--- config.mk ---
export PLATFORM = sky130hd
export DESIGN_NAME = piecewise_linear_interpolator
export DESIGN_NICKNAME = d
export VERILOG_FILES = /design/src/pli_pkg.sv /design/src/piecewise_linear_interpolator.sv /design/src/pli_ram.sv /design/src/pli_divider.sv
export SDC_FILE = /design/constraint.sdc
export NUM_CORES = 2
export LEC_CHECK = 0
export BUFFER_PORTS_ARGS = -buffer_cell sky130_fd_sc_hd__buf_4
export CAP_MARGIN = 20
export CORE_AREA = 4 4 331 398
export DETAILED_ROUTE_END_ITERATION = 16
export DIE_AREA = 0 0 335 402
export HOLD_SLACK_MARGIN = 0.15
export PLACE_DENSITY = 0.8
export REMOVE_ABC_BUFFERS = 1
export SYNTH_ARGS = -nofsm -noshare
export SYNTH_HDL_FRONTEND = slang
export SYNTH_SLANG_ARGS = --single-unit
--- constraint.sdc ---
create_clock -name clk -period 13.4 [get_ports clk]
set_input_delay 4.02 -clock clk [delete_from_list [all_inputs] [get_ports clk]]
set_output_delay 4.02 -clock clk [all_outputs]
set_load 0.02 [all_outputs]
--- src/pli_pkg.sv ---
// ----------------------------------------------------------------------------
// pli_pkg: shared constants and types of the interpolator
// Table geometry, field widths, command codes and the divider request and
// response bundles.
// ----------------------------------------------------------------------------
package pli_pkg;

  localparam int MAX_POINTS = 16;
  localparam int IDX_W      = $clog2(MAX_POINTS);
  localparam int CNT_W      = $clog2(MAX_POINTS + 1);
  localparam int DATA_W     = 32;
  localparam int FRAC_W     = 16;
  localparam int STEP_W     = $clog2(FRAC_W + 1);
  localparam int COUNT_W    = 5;
  localparam int INDEX_W    = 4;
  localparam int ENTRY_W    = 2 * DATA_W;

  localparam logic CMD_LOAD = 1'b0;
  localparam logic CMD_EVAL = 1'b1;

  typedef struct packed {
    logic              start;
    logic [DATA_W-1:0] num;
    logic [DATA_W-1:0] den;
  } div_req_t;

  typedef struct packed {
    logic              done;
    logic [FRAC_W-1:0] quot;
  } div_rsp_t;

endpackage

--- src/piecewise_linear_interpolator.sv ---
// ----------------------------------------------------------------------------
// piecewise_linear_interpolator: breakpoint table lookup with interpolation
// Holds up to MAX_POINTS (x, y) breakpoints in signed Q16.16 and evaluates
// a query by clamping at the ends or by linear interpolation on a segment.
// ----------------------------------------------------------------------------
//
// Channel   Ports                                            Handshake
// request   command point_index point_x point_y query_x      start, busy
// result    result_y                                         result_valid
// config    cfg_data (point_count)                           cfg_write
//
// A load request writes the table; busy stays low.
// An evaluate request holds busy while it steps through the first entry, the
// last entry, 1 to 15 scanned entries, setup, the segment check that starts
// the 16-step serial divider, the divider run with the multiply of its
// quotient, and the add and saturation. A clamp at the first or last
// breakpoint ends busy after that entry's step, an interpolation after the
// add; the result shows in the cycle after the last busy cycle.
// An empty table answers in the cycle after the request and busy stays low.
// The result is shown for one cycle on result_valid; the receiver cannot
// stall. Synchronous reset clears the count, sequencer and result_valid only.
// ----------------------------------------------------------------------------
module piecewise_linear_interpolator (
  input  logic                         clk,
  input  logic                         rst,
  input  logic                         start,
  output logic                         busy,
  input  logic                         command,
  input  logic [pli_pkg::INDEX_W-1:0]  point_index,
  input  logic signed [31:0]           point_x,
  input  logic signed [31:0]           point_y,
  input  logic signed [31:0]           query_x,
  input  logic                         cfg_write,
  input  logic [pli_pkg::COUNT_W-1:0]  cfg_data,
  output logic                         result_valid,
  output logic signed [31:0]           result_y
);

  typedef enum logic [2:0] {
    ST_IDLE,
    ST_FIRST,
    ST_LAST,
    ST_SCAN,
    ST_SETUP,
    ST_CHECK,
    ST_DIV,
    ST_MUL
  } state_t;

  localparam int DW = pli_pkg::DATA_W;
  localparam int FW = pli_pkg::FRAC_W;
  localparam int IW = pli_pkg::IDX_W;

  state_t                         state;
  logic [pli_pkg::COUNT_W-1:0]    point_count;
  logic signed [DW-1:0]           query;
  logic [IW-1:0]                  idx;
  logic signed [DW-1:0]           prev_x;
  logic signed [DW-1:0]           prev_y;
  logic signed [DW-1:0]           cur_x;
  logic signed [DW:0]             num;
  logic signed [DW:0]             den;
  logic signed [DW:0]             dy;
  logic signed [DW+FW+1:0]        prod;

  logic                           accept;
  logic                           load_we;
  logic [pli_pkg::CNT_W-1:0]      n_eff;
  logic [IW-1:0]                  last;
  logic [IW-1:0]                  rd_addr;
  logic [pli_pkg::ENTRY_W-1:0]    rd_data;
  logic signed [DW-1:0]           rd_x;
  logic signed [DW-1:0]           rd_y;
  logic signed [DW+1:0]           sum;
  logic signed [DW-1:0]           sum_sat;
  pli_pkg::div_req_t              div_req;
  pli_pkg::div_rsp_t              div_rsp;

  assign busy    = (state != ST_IDLE);
  assign accept  = start && !busy;
  // drop loads aimed beyond the table
  assign load_we = accept && (command == pli_pkg::CMD_LOAD)
                   && (32'(point_index) < 32'(pli_pkg::MAX_POINTS));

  // a count above the table size acts as the table size
  assign n_eff = (32'(point_count) > 32'(pli_pkg::MAX_POINTS))
                 ? pli_pkg::CNT_W'(pli_pkg::MAX_POINTS)
                 : pli_pkg::CNT_W'(point_count);
  assign last  = IW'(n_eff - 1'b1);

  // read address for the entry consumed in the following state
  always_comb begin
    unique case (state)
      ST_IDLE:  rd_addr = '0;
      ST_FIRST: rd_addr = last;
      ST_LAST:  rd_addr = IW'(1);
      ST_SCAN:  rd_addr = idx + 1'b1;
      default:  rd_addr = '0;
    endcase
  end

  pli_ram #(
    .WIDTH (pli_pkg::ENTRY_W),
    .DEPTH (pli_pkg::MAX_POINTS)
  ) u_table (
    .clk   (clk),
    .we    (load_we),
    .waddr (IW'(point_index)),
    .wdata ({point_x, point_y}),
    .raddr (rd_addr),
    .rdata (rd_data)
  );

  assign rd_x = rd_data[pli_pkg::ENTRY_W-1:DW];
  assign rd_y = rd_data[DW-1:0];

  assign div_req.start = (state == ST_CHECK) && !den[DW] && (den != '0) && !num[DW];
  assign div_req.num   = num[DW-1:0];
  assign div_req.den   = den[DW-1:0];

  pli_divider u_div (
    .clk (clk),
    .rst (rst),
    .req (div_req),
    .rsp (div_rsp)
  );

  // y1 + floor(t * dy / 2^16), then clamp to the signed 32-bit range
  assign sum = {{2{prev_y[DW-1]}}, prev_y} + (DW+2)'(prod >>> FW);

  always_comb begin
    if (sum > (DW+2)'(signed'({1'b0, {(DW-1){1'b1}}}))) begin
      sum_sat = {1'b0, {(DW-1){1'b1}}};
    end else if (sum < signed'({{3{1'b1}}, {(DW-1){1'b0}}})) begin
      sum_sat = {1'b1, {(DW-1){1'b0}}};
    end else begin
      sum_sat = sum[DW-1:0];
    end
  end

  always_ff @(posedge clk) begin
    if (rst) begin
      state        <= ST_IDLE;
      point_count  <= '0;
      result_valid <= 1'b0;
    end else begin
      result_valid <= 1'b0;
      if (cfg_write) begin
        point_count <= cfg_data;
      end
      unique case (state)
        ST_IDLE: begin
          if (accept && (command == pli_pkg::CMD_EVAL)) begin
            query <= query_x;
            if (n_eff == '0) begin
              // empty table answers zero at once
              result_y     <= '0;
              result_valid <= 1'b1;
            end else begin
              state <= ST_FIRST;
            end
          end
        end
        ST_FIRST: begin
          // clamp at or below the first breakpoint
          prev_x <= rd_x;
          prev_y <= rd_y;
          if (query <= rd_x) begin
            result_y     <= rd_y;
            result_valid <= 1'b1;
            state        <= ST_IDLE;
          end else begin
            state <= ST_LAST;
          end
        end
        ST_LAST: begin
          // clamp at or above the last breakpoint
          if (query >= rd_x) begin
            result_y     <= rd_y;
            result_valid <= 1'b1;
            state        <= ST_IDLE;
          end else begin
            idx   <= IW'(1);
            state <= ST_SCAN;
          end
        end
        ST_SCAN: begin
          // advance until an x above the query or the last slot
          if ((idx == last) || (rd_x > query)) begin
            cur_x <= rd_x;
            dy    <= {rd_y[DW-1], rd_y} - {prev_y[DW-1], prev_y};
            state <= ST_SETUP;
          end else begin
            prev_x <= rd_x;
            prev_y <= rd_y;
            idx    <= idx + 1'b1;
          end
        end
        ST_SETUP: begin
          num   <= {query[DW-1], query} - {prev_x[DW-1], prev_x};
          den   <= {cur_x[DW-1], cur_x} - {prev_x[DW-1], prev_x};
          state <= ST_CHECK;
        end
        ST_CHECK: begin
          // a degenerate segment holds the left ordinate
          if (div_req.start) begin
            state <= ST_DIV;
          end else begin
            result_y     <= prev_y;
            result_valid <= 1'b1;
            state        <= ST_IDLE;
          end
        end
        ST_DIV: begin
          if (div_rsp.done) begin
            prod  <= signed'({1'b0, div_rsp.quot}) * dy;
            state <= ST_MUL;
          end
        end
        ST_MUL: begin
          result_y     <= sum_sat;
          result_valid <= 1'b1;
          state        <= ST_IDLE;
        end
        default: begin
          state <= ST_IDLE;
        end
      endcase
    end
  end

endmodule

--- src/pli_ram.sv ---
// ----------------------------------------------------------------------------
// pli_ram: generic single-write, single-read RAM
// One write port, one read port with registered read data.
// ----------------------------------------------------------------------------
module pli_ram #(
  parameter int WIDTH = 64,
  parameter int DEPTH = 16
) (
  input  logic                     clk,
  input  logic                     we,
  input  logic [$clog2(DEPTH)-1:0] waddr,
  input  logic [WIDTH-1:0]         wdata,
  input  logic [$clog2(DEPTH)-1:0] raddr,
  output logic [WIDTH-1:0]         rdata
);

  logic [WIDTH-1:0] mem [DEPTH];

  always_ff @(posedge clk) begin
    if (we) begin
      mem[waddr] <= wdata;
    end
    rdata <= mem[raddr];
  end

endmodule

--- src/pli_divider.sv ---
// ----------------------------------------------------------------------------
// pli_divider: restoring fraction divider
// Computes floor(num * 2^FRAC_W / den), one quotient bit per cycle,
// saturating to all ones when num is not below den.
// ----------------------------------------------------------------------------
module pli_divider (
  input  logic              clk,
  input  logic              rst,
  input  pli_pkg::div_req_t req,
  output pli_pkg::div_rsp_t rsp
);

  logic [pli_pkg::DATA_W-1:0] rem;
  logic [pli_pkg::DATA_W-1:0] den;
  logic [pli_pkg::FRAC_W-1:0] quot;
  logic [pli_pkg::STEP_W-1:0] steps;
  logic                       ovf;
  logic                       done;
  logic [pli_pkg::DATA_W:0]   shifted;
  logic [pli_pkg::DATA_W:0]   diff;
  logic                       fits;

  // one shared subtract and compare per step
  assign shifted = {rem, 1'b0};
  assign diff    = shifted - {1'b0, den};
  assign fits    = !diff[pli_pkg::DATA_W];

  always_ff @(posedge clk) begin
    if (rst) begin
      steps <= '0;
      done  <= 1'b0;
    end else begin
      done <= 1'b0;
      if (req.start) begin
        rem   <= req.num;
        den   <= req.den;
        ovf   <= (req.num >= req.den);
        steps <= pli_pkg::STEP_W'(pli_pkg::FRAC_W);
      end else if (steps != '0) begin
        rem   <= fits ? diff[pli_pkg::DATA_W-1:0] : shifted[pli_pkg::DATA_W-1:0];
        quot  <= {quot[pli_pkg::FRAC_W-2:0], fits};
        steps <= steps - 1'b1;
        done  <= (steps == pli_pkg::STEP_W'(1));
      end
    end
  end

  assign rsp.done = done;
  assign rsp.quot = ovf ? '1 : quot;

endmodule
Word-level counts from Yosys, hierarchy flattened
Memories as Yosys holds them, arrays and structs flattened. A register that Yosys moved wholly into a read port is not among the register bits.
Index checks and enable logic that the tools add are counted.
- register bits: 409
- RAM bits: 1024
- word-level logic and storage cells: 132
- memories: 1
- add/sub/neg operators: 8
- $mul: 1
- $lt $le $gt $ge: 7
- equality and inequality tests: 19
- mux-type cells: 39
- bitwise operators: 4
- reduce and logical (&&, ||, !) cells: 33
- memory list (name ; words ; width ; read ports ; clocked after Yosys merged registers in ; wr ports ; line ; source):
    u_table.mem ; 16 ; 64 ; 1 ; 1 ; 1 ; pli_ram.sv:17 ; logic [WIDTH-1:0] mem [DEPTH];
- operators with widths (cell ; number):
    $mux W32 ; 12
    $pmux W32 S5 ; 1
    $pmux W32 S2 ; 2
    $sub A32 B32 Y33 ; 3
    $ge A32 B32 Y1 ; 2
    $mul A17 B33 Y50 ; 1
    $add A34 B34 Y34 ; 1
    $gt A34 B32 Y1 const B ; 1
    $lt A34 B32 Y1 const B ; 1
    $reduce_bool A33 Y1 ; 1
    $sub A33 B32 Y33 ; 1
    $gt A32 B32 Y1 ; 1
    $le A32 B32 Y1 ; 1
    $pmux W3 S8 ; 1
    $ne A2 B2 Y1 const B ; 9
    $mux W16 ; 1
    $mux W3 ; 5
    $mux W5 ; 3
    $reduce_and A3 Y1 ; 5
    $eq A3 B3 Y1 const B ; 4
    $pmux W4 S3 ; 1
    $reduce_bool A5 Y1 ; 2
    $mux W4 ; 2
    $pmux W4 S2 ; 1
    other kinds (25) ; 49

Logic depth before layout (Yosys ltp)
- depth in word-level cells: 7
- mapped depth: 27
- gate-level depth less buffers: 25

Hierarchy
From an unflattened synthesis, not the netlist that was laid out.
- cells, all modules: 5882
- area total of the unflattened synthesis: 81535.7 µm²
- modules (own cells, without submodules) (module ; times used ; cells an instance ; area each (µm²)):
    pli_ram ; 1 ; 1647 ; 39581.7
    piecewise_linear_interpolator ; 1 ; 3573 ; 35619.2
    pli_divider ; 1 ; 662 ; 6334.8

Worst setup path before layout
OpenSTA, ideal clock, no wires.
- kind: input port to flip-flop
- from: input port rst
- to: register den[0] (enable)
- library setup time: 0.677 ns
- arrival time: 11.029 ns
- data required time: 12.723 ns
- setup slack: 1.694 ns
- stages on the path: 2
- buffers on the path: 1
- path through: clkbuf_1 > nor4b_1
- cells in the longest elaborated chain, start to end: 2
- RTL lines (element ; line ; source):
    from (decl) ; piecewise_linear_interpolator.sv:25 ; input logic rst,
    $not A1 Y1 (no line) ; -- ;
    $reduce_and A2 Y1 (no line) ; -- ;
    to (signal assigned) ; piecewise_linear_interpolator.sv:201 ; den <= {cur_x[DW-1], cur_x} - {prev_x[DW-1], prev_x};
    to (decl) ; piecewise_linear_interpolator.sv:62 ; logic signed [DW:0] den;
No other way between the ends.
A chain may end at the register's enable or synchronous reset.

Worst setup path in the final report
- from: register u_div.ovf
- to: register prod[35], data pin
- cells in the longest elaborated chain, start to end: 2
- RTL lines (element ; line ; source):
    from (decl) ; pli_divider.sv:17 ; logic ovf;
    from (signal assigned) ; pli_divider.sv:37 ; ovf <= (req.num >= req.den);
    $mux W16 ; pli_divider.sv:49 ; assign rsp.quot = ovf ? '1 : quot;
    $mul A17 B33 Y50 ; piecewise_linear_interpolator.sv:216 ; prod <= signed'({1'b0, div_rsp.quot}) * dy;
    to (signal assigned) ; piecewise_linear_interpolator.sv:216 ;
    to (decl) ; piecewise_linear_interpolator.sv:64 ; logic signed [DW+FW+1:0] prod;
No other way between the ends.

==> run_results.csv <==
group,metric,value,unit
clock_tree,holdBufCountCts,0,
timing,fmax,0.121,GHz
synthesis,synth-async-reset-ratio,0,%
worst_setup_path,startpoint_type,"flip-flop",
clock_tree,cts_resized,0,
worst_setup_path,startpoint,"u_div.ovf",
drt,drt_wl_total,198,mm
synthesis,dominantRegCellSynth,"edfxtp_1",
global_routing,grt_pass1_wl,302,mm
clock_tree,postCtsSetupBuffers,0,
worst_setup_path,cp-end-kind,"flip-flop",
synthesis,synth_top_area_cell,"edfxtp_1",
layout,final_nets,6967,
synthesis,synth_edf_count,1402,
synthesis,yosysWarnings,0,
drt,wl_per_cell,25.4,µm
clock_tree,cts_tree,"yes",
drt,drt_iter0_markers,5430,
global_routing,grtUsageTotal,29.6,%
global_routing,grt_max_degree,78,
die,die_area,135000,µm²
worst_setup_path,worstPathMaxFanout,33,
die,dieHeight,402,µm
synthesis,synth_area,81100,µm²
layout,fillers,8229,
drt,final_antenna_net_count,0,
timing,hold_slack,440,ps
timing,min_period_over_period,61.8,%
timing,worst_pin_slew,1170,ps
worst_setup_path,required,13920,ps
synthesis,synth_top_area_share,51.9,%
worst_setup_path,reg2reg_from,"u_div.ovf",
clock_tree,clkSinkCount,1481,
timing,fin_ws,5120,ps
flow_run,drv_cap,0,
worst_setup_path,critPathKind,"flip-flop to flip-flop",
timing,drv_slew,0,
worst_setup_path,cpMostUsedCell,"fa_1",
global_routing,grt_pass1_vias,51500,
worst_setup_path,crit_chain,"or2_2, nand2_1, fa_1, fa_1, fa_1, inv_1, fa_1, fa_1, fa_1, ha_1, a21oi_1, o311ai_0, o211ai_1, a31oi_1, nor4_1, o21ai_0, a21oi_1, o21ai_0, xor2_1",
synthesis,syn_avg_cell_area,13.7,µm²
clock_tree,cts-htree-levels,4,
synthesis,synth_area_leaders,"edfxtp_1 (52%), fa_1 (12%), mux4_2 (7.1%)",
synthesis,syn_inst,5912,
hold_path,hp-start,"u_div.quot[9]",
place,routabilityCongestion,0.904,
clock_tree,numCtsBuffers,133,
timing,grt_setup_unrepaired,"no",
outcome,status,"finished with violations",
outcome,violations,"design-rule violations",
clock_tree,clkLatencyLatePin,780,ps
synthesis,ys_types,85,
hold_path,hold_class,"flip-flop to flip-flop",
timing,layout_min_cycle_time,8280,ps
drt,routed_via_density,6.33,
drt,dr.pass1.iters,12,
timing,slew_headroom,22.3,%
place,numPortBuffers,143,
worst_setup_path,crit_buf_inv,1,
global_routing,antenna_found_initial,17,
die,start_util,63.4,%
layout,area_growth,8.85,%
place,pre_cts_slack,5170,ps
synthesis,ys_seq_area_share,53.8,%
worst_setup_path,rrSetupSlack,5120,ps
die,core,128000,µm²
hold_path,hold_end,"u_div.quot[10]",
die,die-width,335,µm
worst_setup_path,critPathSlowestCell,"nor4_1",
worst_setup_path,cpPeakStageDelay,990,ps
place,dpl.hpwl,122,mm
layout,stdcell_area,88300,µm²
worst_setup_path,rr_worst_depth,19,
layout,layout-drive-gt1-share,11.9,%
place,placed_cell_area,84000,µm²
timing,finalSetupViolCount,0,
worst_setup_path,critPathArrivalTime,8800,ps
timing,finalClockSkew,67.0,ps
die,fp-row-count,144,
synthesis,synth_seq_cells,1481,
drt,vias,49400,
global_routing,grt_overflow,0,
worst_setup_path,critPathTopFamily,"adder cells",
clock_tree,clockBufferDepth,3,
clock_tree,clk_pin_slew,70,ps
clock_tree,root_buffer,"clkbuf_16",
worst_setup_path,reg2reg_to,"prod[35]",
timing,hold_viol_final,0,
drt,drc,2,
die,io_pins,144,
hold_path,min_path_cells,0,
==> per-layer routing <==
layer	vias to the layer above	part of all wire [%]	GRT usage [%]
met4	6	4.7	12.9
met2	2900	49	49.1
met1	24800	36	38.5
met3	567	9.5	5.93
li1	21100	-	-
met5	-	0.022	0
==> cell families (layout without fill, tap and decap cells) <==
family | count (synthesis) | count (layout) | share of synthesized area, %
flops | 1481 | 1481 | 53.8
simple gates | 1337 | 1337 | 7.88
buf+inv | 999 | 1201 | 4.72
fa+ha+maj | 852 | 852 | 17.8
compound gates | 785 | 785 | 6.42
mux | 269 | 269 | 7.27
xor+xnor | 189 | 189 | 2.05
other cells | 0 | 11 | 0
==> state kept, by name, summed over array words and instances (netlist names), 5 cells and up <==
register	count
u_table.rdata	64
point_count	5
dy	33
u_table.mem	1024
u_div.steps	5
num	33
cur_x	32
u_div.den	32
prod	34
prev_x	32
query	32
prev_y	32
result_y	32
u_div.quot	16
den	33
u_div.rem	32
==> synthesized netlist by cell type (all sizes together), types with 25 or more instances <==
library cell / number
ha: 346
nand2: 601
a21oi: 182
edfxtp: 1402
o211ai: 46
nor2b: 196
nand2b: 39
xor2: 65
a211oi: 81
dfxtp: 79
a21o: 96
fa: 506
clkbuf: 182
nand3: 37
inv: 755
a31oi: 107
mux4: 256
buf: 62
o21ai: 112
nor3: 43
xnor2: 124
nand4: 34
o21a: 25
nor2: 174
and2: 116
a22oi: 32
==> worst max-delay path by stage <==
stage | slack, ps | endpoint | cells after the start
3_3_place_gp | 5290 | prod[35] | 19
5_1_grt | 4770 | prod[34] | 20
4_1_cts | 5190 | prod[35] | 19
3_5_place_dp | 5170 | prod[35] | 19
2_1_floorplan | -8320 | u_table.rdata[0] | 9
6_report | 5120 | prod[35] | 19
==> layout make-up <==
type	count	area, µm²	share of cell area (%)
Sequential cell	1481	43700	49.5
Multi-Input combinational cell	3432	33800	38.3
Clock buffer	172	3600	4.07
Inverter	755	2830	3.21
Tap cell	1679	2100	2.38
Timing Repair Buffer	202	1520	1.73
Clock inverter	72	711	0.805
Antenna cell	11	27.5	0.0312
==> placed cells by master (no fill, tap or decap), drive strengths merged, types with 7 or more instances in the layout <==
| cell | synthesis | routed |
|---|---|---|
| clkbuf | 182 | 172 |
| buf | 62 | 202 |
| nand4 | 34 | 34 |
| nor2b | 196 | 196 |
| clkinv | 0 | 51 |
| o211ai | 46 | 46 |
| o31ai | 8 | 8 |
| mux4 | 256 | 256 |
| a21o | 96 | 96 |
| mux2i | 11 | 11 |
| bufinv | 0 | 8 |
| nor4 | 13 | 13 |
| a22oi | 32 | 32 |
| o21ai | 112 | 112 |
| a211oi | 81 | 81 |
| nand2 | 601 | 601 |
| dfxtp | 79 | 79 |
| edfxtp | 1402 | 1402 |
| and2 | 116 | 116 |
| nor2 | 174 | 174 |
| or2 | 22 | 22 |
| o2111ai | 8 | 8 |
| fa | 506 | 506 |
| nand2b | 39 | 39 |
| xnor2 | 124 | 124 |
| nor3 | 43 | 43 |
| and3 | 17 | 17 |
| xor2 | 65 | 65 |
| o21bai | 14 | 14 |
| and4 | 7 | 7 |
| a21boi | 9 | 9 |
| inv | 755 | 762 |
| or3 | 15 | 15 |
| a21oi | 182 | 182 |
| diode | 0 | 11 |
| a31oi | 107 | 107 |
| ha | 346 | 346 |
| nand3 | 37 | 37 |
| o21a | 25 | 25 |
==> stage by stage <==
step	util (%)	instances	TNS, ps
after floorplan	-	5668	-532500
after global placement	65.6	7548	0
after detailed placement	65.6	7548	0
after CTS	69.0	7792	0
after global routing	69.0	7802	0
final	69.0	7804	0
Power is left out: the tool's default activity adds up to more than one toggle a clock period on the data nets, which glitch-free logic cannot reach.
